===== config.mk =====
export PLATFORM = sky130hd
export DESIGN_NAME = positional_pair_list_core
export DESIGN_NICKNAME = d
export VERILOG_FILES = /design/src/sv/ppl_pkg.sv /design/src/sv/positional_pair_list_core.sv /design/src/sv/ppl_store.sv
export SDC_FILE = /design/constraint.sdc
export NUM_CORES = 2
export LEC_CHECK = 0
export BUFFER_PORTS_ARGS = -buffer_cell sky130_fd_sc_hd__buf_2
export CAP_MARGIN = 20
export CORE_AREA = 3 3 282 284
export DETAILED_ROUTE_END_ITERATION = 8
export DIE_AREA = 0 0 285 287
export PLACE_DENSITY = 0.82
export SETUP_SLACK_MARGIN = 0.02
export SYNTH_ARGS = -nofsm -noshare
export SYNTH_HDL_FRONTEND = slang
export SYNTH_HIERARCHICAL = 1
export SYNTH_SLANG_ARGS = --single-unit
export TNS_END_PERCENT = 10

===== constraint.sdc =====
create_clock -name i_clk -period 15.6 [get_ports i_clk]
set_clock_uncertainty 0.1 [all_clocks]
set_input_delay 0 -clock i_clk [delete_from_list [all_inputs] [get_ports i_clk]]
set_output_delay 0 -clock i_clk [all_outputs]
set_load 0.01 [all_outputs]

===== src/sv/ppl_pkg.sv =====
`timescale 1ns / 1ps

package ppl_pkg;

    localparam int unsigned DEF_LIST_DEPTH  = 16;
    localparam int unsigned DEF_VALUE_WIDTH = 32;
    localparam int unsigned DEF_KEY_WIDTH   = 32;

    localparam int unsigned OPCODE_W = 3;
    localparam int unsigned STATUS_W = 2;

    typedef enum logic [OPCODE_W-1:0] {
        OP_APPEND = 3'd0,
        OP_INSERT = 3'd1,
        OP_REMOVE = 3'd2,
        OP_LOOKUP = 3'd3,
        OP_UPDATE = 3'd4,
        OP_READ   = 3'd5
    } t_opcode;

    typedef enum logic [STATUS_W-1:0] {
        ST_OK        = 2'd0,
        ST_FULL      = 2'd1,
        ST_RANGE     = 2'd2,
        ST_NOT_FOUND = 2'd3
    } t_status;

endpackage


===== src/sv/positional_pair_list_core.sv =====
`timescale 1ns / 1ps

// Bounded gap-free list of value/key pairs held in a single-port-read,
// single-port-write RAM with a registered read. One request is worked on at
// a time; the result sits in an output register while the next request is
// taken, unless an earlier result still waits for that register. Append and
// insert move each entry from the end down to the position up one place, a
// read state then a write-back state per entry; remove fetches the entry and
// moves each later entry down the same way; read only fetches; lookup and
// update scan from entry 0, a read then a compare per entry, and update
// writes at the first hit. Errors and unused opcodes go straight to reply.

module positional_pair_list_core #(
    parameter int unsigned LIST_DEPTH  = ppl_pkg::DEF_LIST_DEPTH,
    parameter int unsigned VALUE_WIDTH = ppl_pkg::DEF_VALUE_WIDTH,
    parameter int unsigned KEY_WIDTH   = ppl_pkg::DEF_KEY_WIDTH,
    localparam int unsigned IDX_W = (LIST_DEPTH > 1) ? $clog2(LIST_DEPTH) : 1,
    localparam int unsigned CNT_W = $clog2(LIST_DEPTH + 1)
) (
    input  logic                          i_clk,
    input  logic                          i_rst_n,
    input  logic                          i_req_valid,
    output logic                          o_req_ready,
    input  logic [ppl_pkg::OPCODE_W-1:0]  i_opcode,
    input  logic [VALUE_WIDTH-1:0]        i_value_in,
    input  logic [KEY_WIDTH-1:0]          i_key_in,
    input  logic [IDX_W-1:0]              i_position,
    output logic                          o_rsp_valid,
    input  logic                          i_rsp_ready,
    output logic [ppl_pkg::STATUS_W-1:0]  o_status,
    output logic [VALUE_WIDTH-1:0]        o_value_out,
    output logic [KEY_WIDTH-1:0]          o_key_out,
    output logic [CNT_W-1:0]              o_entry_count
);

    typedef enum logic [3:0] {
        S_IDLE,
        S_SHIFT_UP,
        S_SHIFT_UP_WR,
        S_FETCH,
        S_SHIFT_DN,
        S_SHIFT_DN_WR,
        S_SCAN,
        S_SCAN_CMP,
        S_RESP
    } t_state;

    t_state              r_state;
    ppl_pkg::t_opcode    r_op;
    logic [VALUE_WIDTH-1:0] r_val;
    logic [KEY_WIDTH-1:0]   r_key;
    logic [CNT_W-1:0]    r_pos;
    logic [CNT_W-1:0]    r_idx;
    logic [CNT_W-1:0]    r_count;

    ppl_pkg::t_status    r_res_status;
    logic [VALUE_WIDTH-1:0] r_res_val;
    logic [KEY_WIDTH-1:0]   r_res_key;

    logic                r_o_valid;
    ppl_pkg::t_status    r_o_status;
    logic [VALUE_WIDTH-1:0] r_o_value;
    logic [KEY_WIDTH-1:0]   r_o_key;
    logic [CNT_W-1:0]    r_o_count;

    ppl_pkg::t_opcode    w_op;
    logic [CNT_W-1:0]    w_pos_in;
    logic [CNT_W-1:0]    w_idx_m1;
    logic [CNT_W-1:0]    w_idx_p1;
    logic                w_accept;
    logic                w_out_free;
    logic                w_hit;

    logic                w_we;
    logic [CNT_W-1:0]    w_waddr;
    logic [VALUE_WIDTH-1:0] w_wvalue;
    logic [KEY_WIDTH-1:0]   w_wkey;
    logic                w_re;
    logic [CNT_W-1:0]    w_raddr;
    logic [VALUE_WIDTH-1:0] w_rvalue;
    logic [KEY_WIDTH-1:0]   w_rkey;

    assign w_op       = ppl_pkg::t_opcode'(i_opcode);
    assign w_pos_in   = CNT_W'(i_position);
    assign w_idx_m1   = r_idx - 1'b1;
    assign w_idx_p1   = r_idx + 1'b1;
    assign o_req_ready = (r_state == S_IDLE);
    assign w_accept   = i_req_valid && o_req_ready;
    assign w_out_free = !r_o_valid || i_rsp_ready;
    assign w_hit      = (w_rkey == r_key);

    always_comb begin
        w_we     = 1'b0;
        w_waddr  = r_idx;
        w_wvalue = w_rvalue;
        w_wkey   = w_rkey;
        w_re     = 1'b0;
        w_raddr  = r_idx;
        case (r_state)
            S_IDLE: begin
                if (w_accept && (w_op == ppl_pkg::OP_REMOVE || w_op == ppl_pkg::OP_READ)
                    && w_pos_in < r_count) begin
                    w_re    = 1'b1;
                    w_raddr = w_pos_in;
                end
            end
            S_SHIFT_UP: begin
                if (r_idx == r_pos) begin
                    w_we     = 1'b1;
                    w_waddr  = r_pos;
                    w_wvalue = r_val;
                    w_wkey   = r_key;
                end else begin
                    w_re    = 1'b1;
                    w_raddr = w_idx_m1;
                end
            end
            S_SHIFT_UP_WR: w_we = 1'b1;
            S_SHIFT_DN: begin
                if (w_idx_p1 < r_count) begin
                    w_re    = 1'b1;
                    w_raddr = w_idx_p1;
                end
            end
            S_SHIFT_DN_WR: w_we = 1'b1;
            S_SCAN: w_re = (r_idx < r_count);
            S_SCAN_CMP: begin
                if (w_hit && r_op == ppl_pkg::OP_UPDATE) begin
                    w_we     = 1'b1;
                    w_wvalue = r_val;
                end
            end
            default: ;
        endcase
    end

    ppl_store #(
        .DEPTH   (LIST_DEPTH),
        .VALUE_W (VALUE_WIDTH),
        .KEY_W   (KEY_WIDTH),
        .ADDR_W  (IDX_W)
    ) u_store (
        .i_clk    (i_clk),
        .i_we     (w_we),
        .i_waddr  (w_waddr[IDX_W-1:0]),
        .i_wvalue (w_wvalue),
        .i_wkey   (w_wkey),
        .i_re     (w_re),
        .i_raddr  (w_raddr[IDX_W-1:0]),
        .o_rvalue (w_rvalue),
        .o_rkey   (w_rkey)
    );

    always_ff @(posedge i_clk) begin
        if (!i_rst_n) begin
            r_state   <= S_IDLE;
            r_count   <= '0;
            r_o_valid <= 1'b0;
        end else begin
            if (r_o_valid && i_rsp_ready && r_state != S_RESP) begin
                r_o_valid <= 1'b0;
            end
            case (r_state)
                S_IDLE: begin
                    if (w_accept) begin
                        r_op         <= w_op;
                        r_val        <= i_value_in;
                        r_key        <= i_key_in;
                        r_res_status <= ppl_pkg::ST_OK;
                        r_res_val    <= '0;
                        r_res_key    <= '0;
                        r_idx        <= '0;
                        r_state      <= S_RESP;
                        case (w_op)
                            ppl_pkg::OP_APPEND, ppl_pkg::OP_INSERT: begin
                                r_pos <= (w_op == ppl_pkg::OP_APPEND) ? r_count : w_pos_in;
                                r_idx <= r_count;
                                if (r_count >= CNT_W'(LIST_DEPTH)) begin
                                    r_res_status <= ppl_pkg::ST_FULL;
                                end else if (w_op == ppl_pkg::OP_INSERT
                                             && w_pos_in > r_count) begin
                                    r_res_status <= ppl_pkg::ST_RANGE;
                                end else begin
                                    r_state <= S_SHIFT_UP;
                                end
                            end
                            ppl_pkg::OP_REMOVE, ppl_pkg::OP_READ: begin
                                r_pos <= w_pos_in;
                                r_idx <= w_pos_in;
                                if (w_pos_in < r_count) begin
                                    r_state <= S_FETCH;
                                end else begin
                                    r_res_status <= ppl_pkg::ST_RANGE;
                                end
                            end
                            ppl_pkg::OP_LOOKUP, ppl_pkg::OP_UPDATE: r_state <= S_SCAN;
                            default: ;
                        endcase
                    end
                end
                S_SHIFT_UP: begin
                    if (r_idx == r_pos) begin
                        r_count   <= r_count + 1'b1;
                        r_res_val <= r_val;
                        r_res_key <= r_key;
                        r_state   <= S_RESP;
                    end else begin
                        r_state <= S_SHIFT_UP_WR;
                    end
                end
                S_SHIFT_UP_WR: begin
                    r_idx   <= w_idx_m1;
                    r_state <= S_SHIFT_UP;
                end
                S_FETCH: begin
                    r_res_val <= w_rvalue;
                    r_res_key <= w_rkey;
                    r_state   <= (r_op == ppl_pkg::OP_REMOVE) ? S_SHIFT_DN : S_RESP;
                end
                S_SHIFT_DN: begin
                    if (w_idx_p1 < r_count) begin
                        r_state <= S_SHIFT_DN_WR;
                    end else begin
                        r_count <= r_count - 1'b1;
                        r_state <= S_RESP;
                    end
                end
                S_SHIFT_DN_WR: begin
                    r_idx   <= w_idx_p1;
                    r_state <= S_SHIFT_DN;
                end
                S_SCAN: begin
                    if (r_idx < r_count) begin
                        r_state <= S_SCAN_CMP;
                    end else begin
                        r_res_status <= ppl_pkg::ST_NOT_FOUND;
                        r_state      <= S_RESP;
                    end
                end
                S_SCAN_CMP: begin
                    if (w_hit) begin
                        r_res_val <= (r_op == ppl_pkg::OP_UPDATE) ? r_val : w_rvalue;
                        r_res_key <= w_rkey;
                        r_state   <= S_RESP;
                    end else begin
                        r_idx   <= w_idx_p1;
                        r_state <= S_SCAN;
                    end
                end
                S_RESP: begin
                    if (w_out_free) begin
                        r_o_valid  <= 1'b1;
                        r_o_status <= r_res_status;
                        r_o_value  <= r_res_val;
                        r_o_key    <= r_res_key;
                        r_o_count  <= r_count;
                        r_state    <= S_IDLE;
                    end
                end
                default: r_state <= S_IDLE;
            endcase
        end
    end

    assign o_rsp_valid   = r_o_valid;
    assign o_status      = r_o_status;
    assign o_value_out   = r_o_value;
    assign o_key_out     = r_o_key;
    assign o_entry_count = r_o_count;

endmodule


===== src/sv/ppl_store.sv =====
`timescale 1ns / 1ps

module ppl_store #(
    parameter int unsigned DEPTH   = ppl_pkg::DEF_LIST_DEPTH,
    parameter int unsigned VALUE_W = ppl_pkg::DEF_VALUE_WIDTH,
    parameter int unsigned KEY_W   = ppl_pkg::DEF_KEY_WIDTH,
    parameter int unsigned ADDR_W  = 4
) (
    input  logic               i_clk,
    input  logic               i_we,
    input  logic [ADDR_W-1:0]  i_waddr,
    input  logic [VALUE_W-1:0] i_wvalue,
    input  logic [KEY_W-1:0]   i_wkey,
    input  logic               i_re,
    input  logic [ADDR_W-1:0]  i_raddr,
    output logic [VALUE_W-1:0] o_rvalue,
    output logic [KEY_W-1:0]   o_rkey
);

    logic [VALUE_W-1:0] r_value_mem [DEPTH];
    logic [KEY_W-1:0]   r_key_mem   [DEPTH];
    logic [VALUE_W-1:0] r_rvalue;
    logic [KEY_W-1:0]   r_rkey;

    always_ff @(posedge i_clk) begin
        if (i_we) begin
            r_value_mem[i_waddr] <= i_wvalue;
            r_key_mem[i_waddr]   <= i_wkey;
        end
        if (i_re) begin
            r_rvalue <= r_value_mem[i_raddr];
            r_rkey   <= r_key_mem[i_raddr];
        end
    end

    assign o_rvalue = r_rvalue;
    assign o_rkey   = r_rkey;

endmodule


* After elaboration in Yosys (flattened, before gate mapping)
Memories as Yosys holds them, arrays and structs flattened. A register that Yosys moved wholly into a read port is not among the register bits.
Index checks and enable logic that the tools add are counted.
Widths: inputs -> output; s select.
** Word-level totals
- Register bits after elaboration :: 224
- Bits in writable memories :: 1024
- Output and inout port bits :: 73
- Logic and storage cells :: 139
- Memories :: 2
** Operators by class
- Add/sub/neg operators :: 4
- Magnitude comparators :: 5
- Equality and inequality tests :: 25
- Multiplexer cells :: 59
- Reduce and logical (&&, ||, !) cells :: 29
** Memories
- u_store.r_key_mem :: words 16, width 32, rd ports 1, clocked after memory_dff 1, write ports 1, RTL line ppl_store.sv:21 : logic [KEY_W-1:0] r_key_mem [DEPTH];
- u_store.r_value_mem :: words 16, width 32, rd ports 1, clocked after memory_dff 1, write ports 1, RTL line ppl_store.sv:20 : logic [VALUE_W-1:0] r_value_mem [DEPTH];
** Operators by type and width (count)
- $mux 32 :: 10
- $pmux 32 s4 :: 2
- $pmux 32 s2 :: 1
- $mux 4 :: 15
- $pmux 4 s9 :: 1
- $eq 32x32->1 :: 1
- $pmux 5 s2 :: 3
- $mux 5 :: 5
- $pmux 4 s3 :: 2
- $pmux 5 s4 :: 1
- $eq 4x3->1 const B :: 4
- $ne 2x2->1 const B :: 6
- $reduce_and 4->1 :: 3
- $add 5x1->5 const B :: 2
- $lt 5x5->1 :: 2
- $mux 1 :: 10
- $mux 2 :: 5
- $sub 5x1->5 const B :: 2
- $eq 3x2->1 const B :: 3
- $eq 3x3->1 const B :: 3
- $reduce_and 3->1 :: 3
- $eq 4x2->1 const B :: 2
- $pmux 2 s2 :: 2
- $reduce_bool 4->1 :: 2
- other kinds (20) :: 32

* Longest topological paths before layout
- Word-level depth :: 7
- Mapped depth :: 16
- Depth with buffers taken out :: 13

* Hierarchy
The synthesis kept the hierarchy.
** Modules (own cells, without submodules)
- ppl_store :: instances 1, cells each 1647, area an instance 40222.3 µm², seq. area each 32671.3 µm²
- positional_pair_list_core :: instances 1, cells each 671, area an instance 9980.8 µm², seq. area each 6626.4 µm²

* Worst setup path after synthesis
Ideal clock, no wire load.
- Kind :: reg2reg
- Start point :: reg r_key[24]
- End point :: mem u_store/r_key_mem[0][0] (netlist bit) (enable)
- Library setup time :: 565 ps
- Data arrival time :: 6496 ps
- Data required time :: 14935 ps
- Path slack :: 8439 ps
- Cell stages (with the launch flop) :: 10
- Path buffers :: 1
- Clock period less this slack :: 7161 ps
- Path through :: edfxtp_1 > xnor2_1 > nand4_1 > nor4_1 > nand2_1 > o21ai_2 > buf_2 > a211o_1 > or3b_2 > nor3_1
** On the way
- Cells in the longest elaborated chain, start to end :: 6
** RTL lines
- from (decl) :: RTL line positional_pair_list_core.sv:51 : logic [KEY_WIDTH-1:0] r_key;
- from (signal assigned) :: RTL line positional_pair_list_core.sv:168 : r_key <= i_key_in;
- $eq 32x32->1 :: RTL line positional_pair_list_core.sv:90 : assign w_hit = (w_rkey == r_key);
- $logic_and 1x1->1 :: RTL line positional_pair_list_core.sv:128 : if (w_hit && r_op == ppl_pkg::OP_UPDATE) begin
- $mux 1 :: RTL line positional_pair_list_core.sv:128
- $pmux 1 s3 :: RTL line positional_pair_list_core.sv:99 : case (r_state)
- named net w_we :: RTL line positional_pair_list_core.sv:74 : logic w_we;
- $mux 1 :: RTL line ppl_store.sv:26 : if (i_we) begin
- $mux 1 (implied by the code) :: RTL line ppl_store.sv:28 : r_key_mem[i_waddr] <= i_wkey;
- to (decl) :: RTL line ppl_store.sv:21
The timed path passes the listed nets, and every way through them passes these cells.

* Worst setup path after layout
- Start point :: reg r_idx[0]
- End point :: reg u_store.r_rkey[16] (netlist: u_store/o_rkey[16]), read port of u_store.r_key_mem (data pin)
** On the way
- Cells in the longest elaborated chain, start to end :: 4
- Elaborated cells on any way between the ends :: 12
- Those cells by class :: add/sub: 2; order compare: 2; eq/ne: 1; mux: 7
** RTL lines
- from (decl) :: RTL line positional_pair_list_core.sv:53 : logic [CNT_W-1:0] r_idx;
- from (signal assigned) :: RTL line positional_pair_list_core.sv:177 : r_idx <= r_count;
- from (signal assigned) :: RTL line positional_pair_list_core.sv:189 : r_idx <= w_pos_in;
- from (signal assigned) :: RTL line positional_pair_list_core.sv:212 : r_idx <= w_idx_m1;
- $add 5x1->5 :: RTL line positional_pair_list_core.sv:86 : assign w_idx_p1 = r_idx + 1'b1;
- $lt 5x5->1 :: RTL line positional_pair_list_core.sv:120 : if (w_idx_p1 < r_count) begin
- $mux 4 :: RTL line positional_pair_list_core.sv:120
- $pmux 4 s3 * :: RTL line positional_pair_list_core.sv:99
- named net w_raddr[0] :: RTL line positional_pair_list_core.sv:79 : logic [CNT_W-1:0] w_raddr;
- to (decl) :: RTL line ppl_store.sv:23 : logic [KEY_W-1:0] r_rkey;
The timed path passes the listed nets; every way through them passes the cells marked *.
A chain may end at the register's enable or synchronous reset.

==> results.md <==
Status:
- The flow ran to the end, and the final reports show no timing, DRC or antenna violations.

Layout:
- The filler cells instantiated in the layout total 3943.
- For this run, the post-layout net count is 2750.
- The post-synthesis to final-layout area growth is 14.3%.
- Measured on the finished design, the core utilization comes to 0.742.
- Of the cells placed in the final design, the portion with a size suffix greater than 1 is 0.264.
- The count of cells in the finished layout, fillers not included, comes to 3795.

Routing:
- The remaining antenna violation count is 0.
- Wires add up to 137000 um.
- Using the TritonRoute via totals, the vias-per-cell ratio works out to 7.25.
- The detailed router finished its first iteration with 4601 violations.
- The number of iterations in the first detailed-routing pass is 6.
- The total via count after detailed routing is 27.5k.
- The detailed-route wire length per cell is 36.0 um.
- The residual DRC count is 0.

Flow run:
- Max-cap violations in this run came to 0.

Setup path:
- The critical path arrival is 5890 ps.
- The largest fanout on the critical path is 48.
- The worst setup path is of the flip-flop to flip-flop kind.
- The kind of end point of the critical path is a flip-flop.
- The worst setup path is launched from a flip-flop.
- The data required time at the worst endpoint is 15910 ps.

Clock tree:
- The clock transition time at the flip-flop clock pins of the worst setup and hold paths is 70 ps.
- The number of buffers created by CTS is 120.
- The maximum buffer depth of the clock tree is 3.
- The clock sink count is 1312.
- The number of levels the H-tree was split into is 3.
- The count of hold-fix buffers inserted at cts is 138.
- The source-to-sink clock delay at the later pin of the worst-skew pair is 700 ps.
- TritonCTS built the clock tree.
- The number of setup buffers added after CTS is 0.
- In this run the clock root is driven by a clkbuf_16.
- Once the clock tree was built, the resizer swapped 0 gates to a different size.

Logic synthesis:
- Of the total synthesized cell area, the portion taken by AND, OR, NAND and NOR gates is 0.0201.
- The synthesized-area fraction occupied by ao, oa, aoi and oai cells was 0.0407.
- The fraction of the mapped netlist area in adder cells is 0.00464.
- The synthesized design contains 1312 register bits.
- The sequential area share after synthesis is 0.783.
- The XOR/XNOR share of the synthesized area is 0.00803.
- A synthesized cell averages 21.7 sq um.
- The largest family of logic cells by synthesized area is multiplexers.
- In the synthesized netlist, the number of instances is 2318.
- The count of warnings emitted by yosys is 6.
- The most used flip-flop cell after synthesis is edfxtp_1.
- The synthesized netlist contains 69 unique library cells.
- Yosys mapped a number of flops with a built-in enable equal to 1302.
- After synthesis the cells add up to 0.0502 sq mm.
- The multiplexer fraction of the synthesized cell area is 0.130.
- In the synthesized netlist the async set-or-reset flop fraction comes to 0.
- The post-synthesis net count is 2411.

STA:
- The worst slew margin relative to its limit is 0.187.
- Setup repair after global routing left no endpoint under its margin.
- For this run, the top clock speed supported by timing is 0.179 GHz.
- Setup slack closes at 10030 ps.
- The number of max-slew violations in the final report is 0.
- After routing, the total negative slack on setup checks comes to 0 ps.
- At the pin with the least slew margin, the transition time is 1220 ps.
- The number of failing hold endpoints at the final stage came to 0.
- The share of the clock period used by the worst path is 0.357.
- Setup violations remaining at the end of the flow were counted as 0.
- The shortest period the worst path allows is 5570 ps.

Global routing:
- The number of global-route vias before repair is 28.1k.
- Across every metal layer, demand over resource in global routing totals 0.335.
- The total overflow left after global routing is 0.
- The first global-routing pass estimated 196000 um of wire.
- The initial antenna violation count was 3.
- Entering global routing, the biggest net connects 181 pins.

Floorplan:
- 148 I/O pins were placed.
- The die outline height is 287 um.
- The total area inside the core boundary comes to 0.0773 sq mm.
- The initialized floorplan defines 102 standard-cell rows.
- The floorplan step set the die width to 285 um.
- The effective utilization at floorplan is 0.649.
- The die covers 0.0818 sq mm.

Power and ir drop:
- The worst vdd rail ir drop is 178 uV.
- The cell leakage power is 18.5 nW.
- Power spread over the standard cell area amounts to 153 mW/mm^2.
- Summing internal, switching and leakage power gives 0.00880 W.

Min path:
- The class of the tightest hold or removal check is primary input to flip-flop.

Place:
- Once placement completed, the tool counted placed cells totaling 3433.
- The global placement routability congestion is 0.920.
- Prior to clock tree synthesis, the placed netlist has a worst setup slack of 10140 ps.
- The total of buffers placed on input and output ports is 147.
- The sum of net half-perimeters after detailed placement is 58700 um.
==> cell type report <==
cell class	count	area [sq um]	share of cell area
diodes	1	2.50	0.0000436
flip-flops and latches	1312	39300	0.685
repair buffers	337	2610	0.0455
clock buffers	143	3110	0.0542
multi-input cells	865	10400	0.181
inverters	21	83.8	0.00146
well taps	1040	1300	0.0227
clock inverters	76	592	0.0103
==> logic make-up (layout without fill, tap and decap cells) <==
kind of cell             after synthesis  after routing
flip-flops                          1312           1312
multiplexers                         323            323
AO/OA/AOI/OAI                        268            268
AND/OR/NAND/NOR                      210            210
buffers and inverters                141            577
XOR/XNOR                              46             46
adder cells (fa/ha/maj)               18             18
other                                  0              1
==> state kept, by name, summed over array words and instances (netlist names), 32 cells and up <==
register / cells
o_key_out: 32
r_val: 32
u_store/r_value_mem: 512
u_store/o_rvalue: 32
r_res_key: 32
r_res_val: 32
u_store/o_rkey: 32
u_store/r_key_mem: 512
r_key: 32
o_value_out: 32
==> report_power, final <==
part | internal (W) | switching [W]
Clock | 0.00154 | 0.00133
Combinational | 0.000678 | 0.000989
Sequential | 0.00418 | 0.0000874
==> path summary, 6_finish.rpt <==
kind,slack (ps),cells after the start,startpoint,to
hold / removal,40,2,i_key_in[5],r_key[5]
hold reg to reg,320,0,r_res_status[0],o_status[0]
setup / recovery,10030,13,r_idx[0],u_store/o_rkey[16]
setup reg to reg,10030,13,r_idx[0],u_store/o_rkey[16]
==> through the flow <==
step | hold WS [ps] | cell area (sq um)
finish | 41.2 | 57400
global route | 39.2 | 57400
CTS | 12.4 | 57300
detailed placement | 78.1 | 52200
global placement | 77.4 | 52200
floorplan | -1.13 | 50200
==> placed cells by master, fill, tap and decap left out, drive strengths merged, types with 3 or more instances in the layout <==
master,instances
clkbuf,143
nor3,13
a21oi,20
nand2,92
dfxtp,10
clkinv,57
nand3b,3
a22oi,132
buf,199
nand3,12
a31oi,4
and3,7
inv,25
xnor2,39
a41oi,3
nor2b,5
nor3b,4
and2,7
ha,17
a22o,64
dlygate4sd3,138
mux4,256
bufinv,7
xor2,7
nand2b,6
nor2,36
nand4,10
clkinvlp,8
o21ai,16
o21a,3
edfxtp,1302
mux2,67
==> Yosys cell counts, types with 20 or more instances <==
master	number	area, sq um
a21oi_1	20	100
a22o_1	64	561
a22oi_1	132	991
buf_2	20	100
clkbuf_1	66	248
edfxtp_1	1302	39100
inv_1	20	75.1
mux2_2	67	754
mux4_2	256	5770
nand2_1	91	342
nor2_1	36	135
xnor2_1	39	342
==> layer usage <==
| metal | share of wire | routed length (um) | vias to the layer above | GRT usage |
|---|---|---|---|---|
| met3 | 0.13 | 17200 | 477 | 0.0752 |
| met5 | 0.00022 | 30 | - | 0 |
| met1 | 0.33 | 45500 | 13853 | 0.448 |
| met4 | 0.049 | 6710 | 4 | 0.163 |
| li1 | - | - | 10388 | - |
| met2 | 0.49 | 67300 | 2804 | 0.536 |
==> worst max-delay path: stages (launching register included) <==
cell and delay, ps:
edfxtp_1 770, ha_1 340, nand3_1 110, xnor2_1 180
ha_1 340, and2_1 150, o21ai_0 120, o21a_4 180
nand4_1 160, a221o_4 800, buf_4 890, mux4_2 640
a22oi_1 310, nand2_1 140
(Power assumes the default switching activity.)
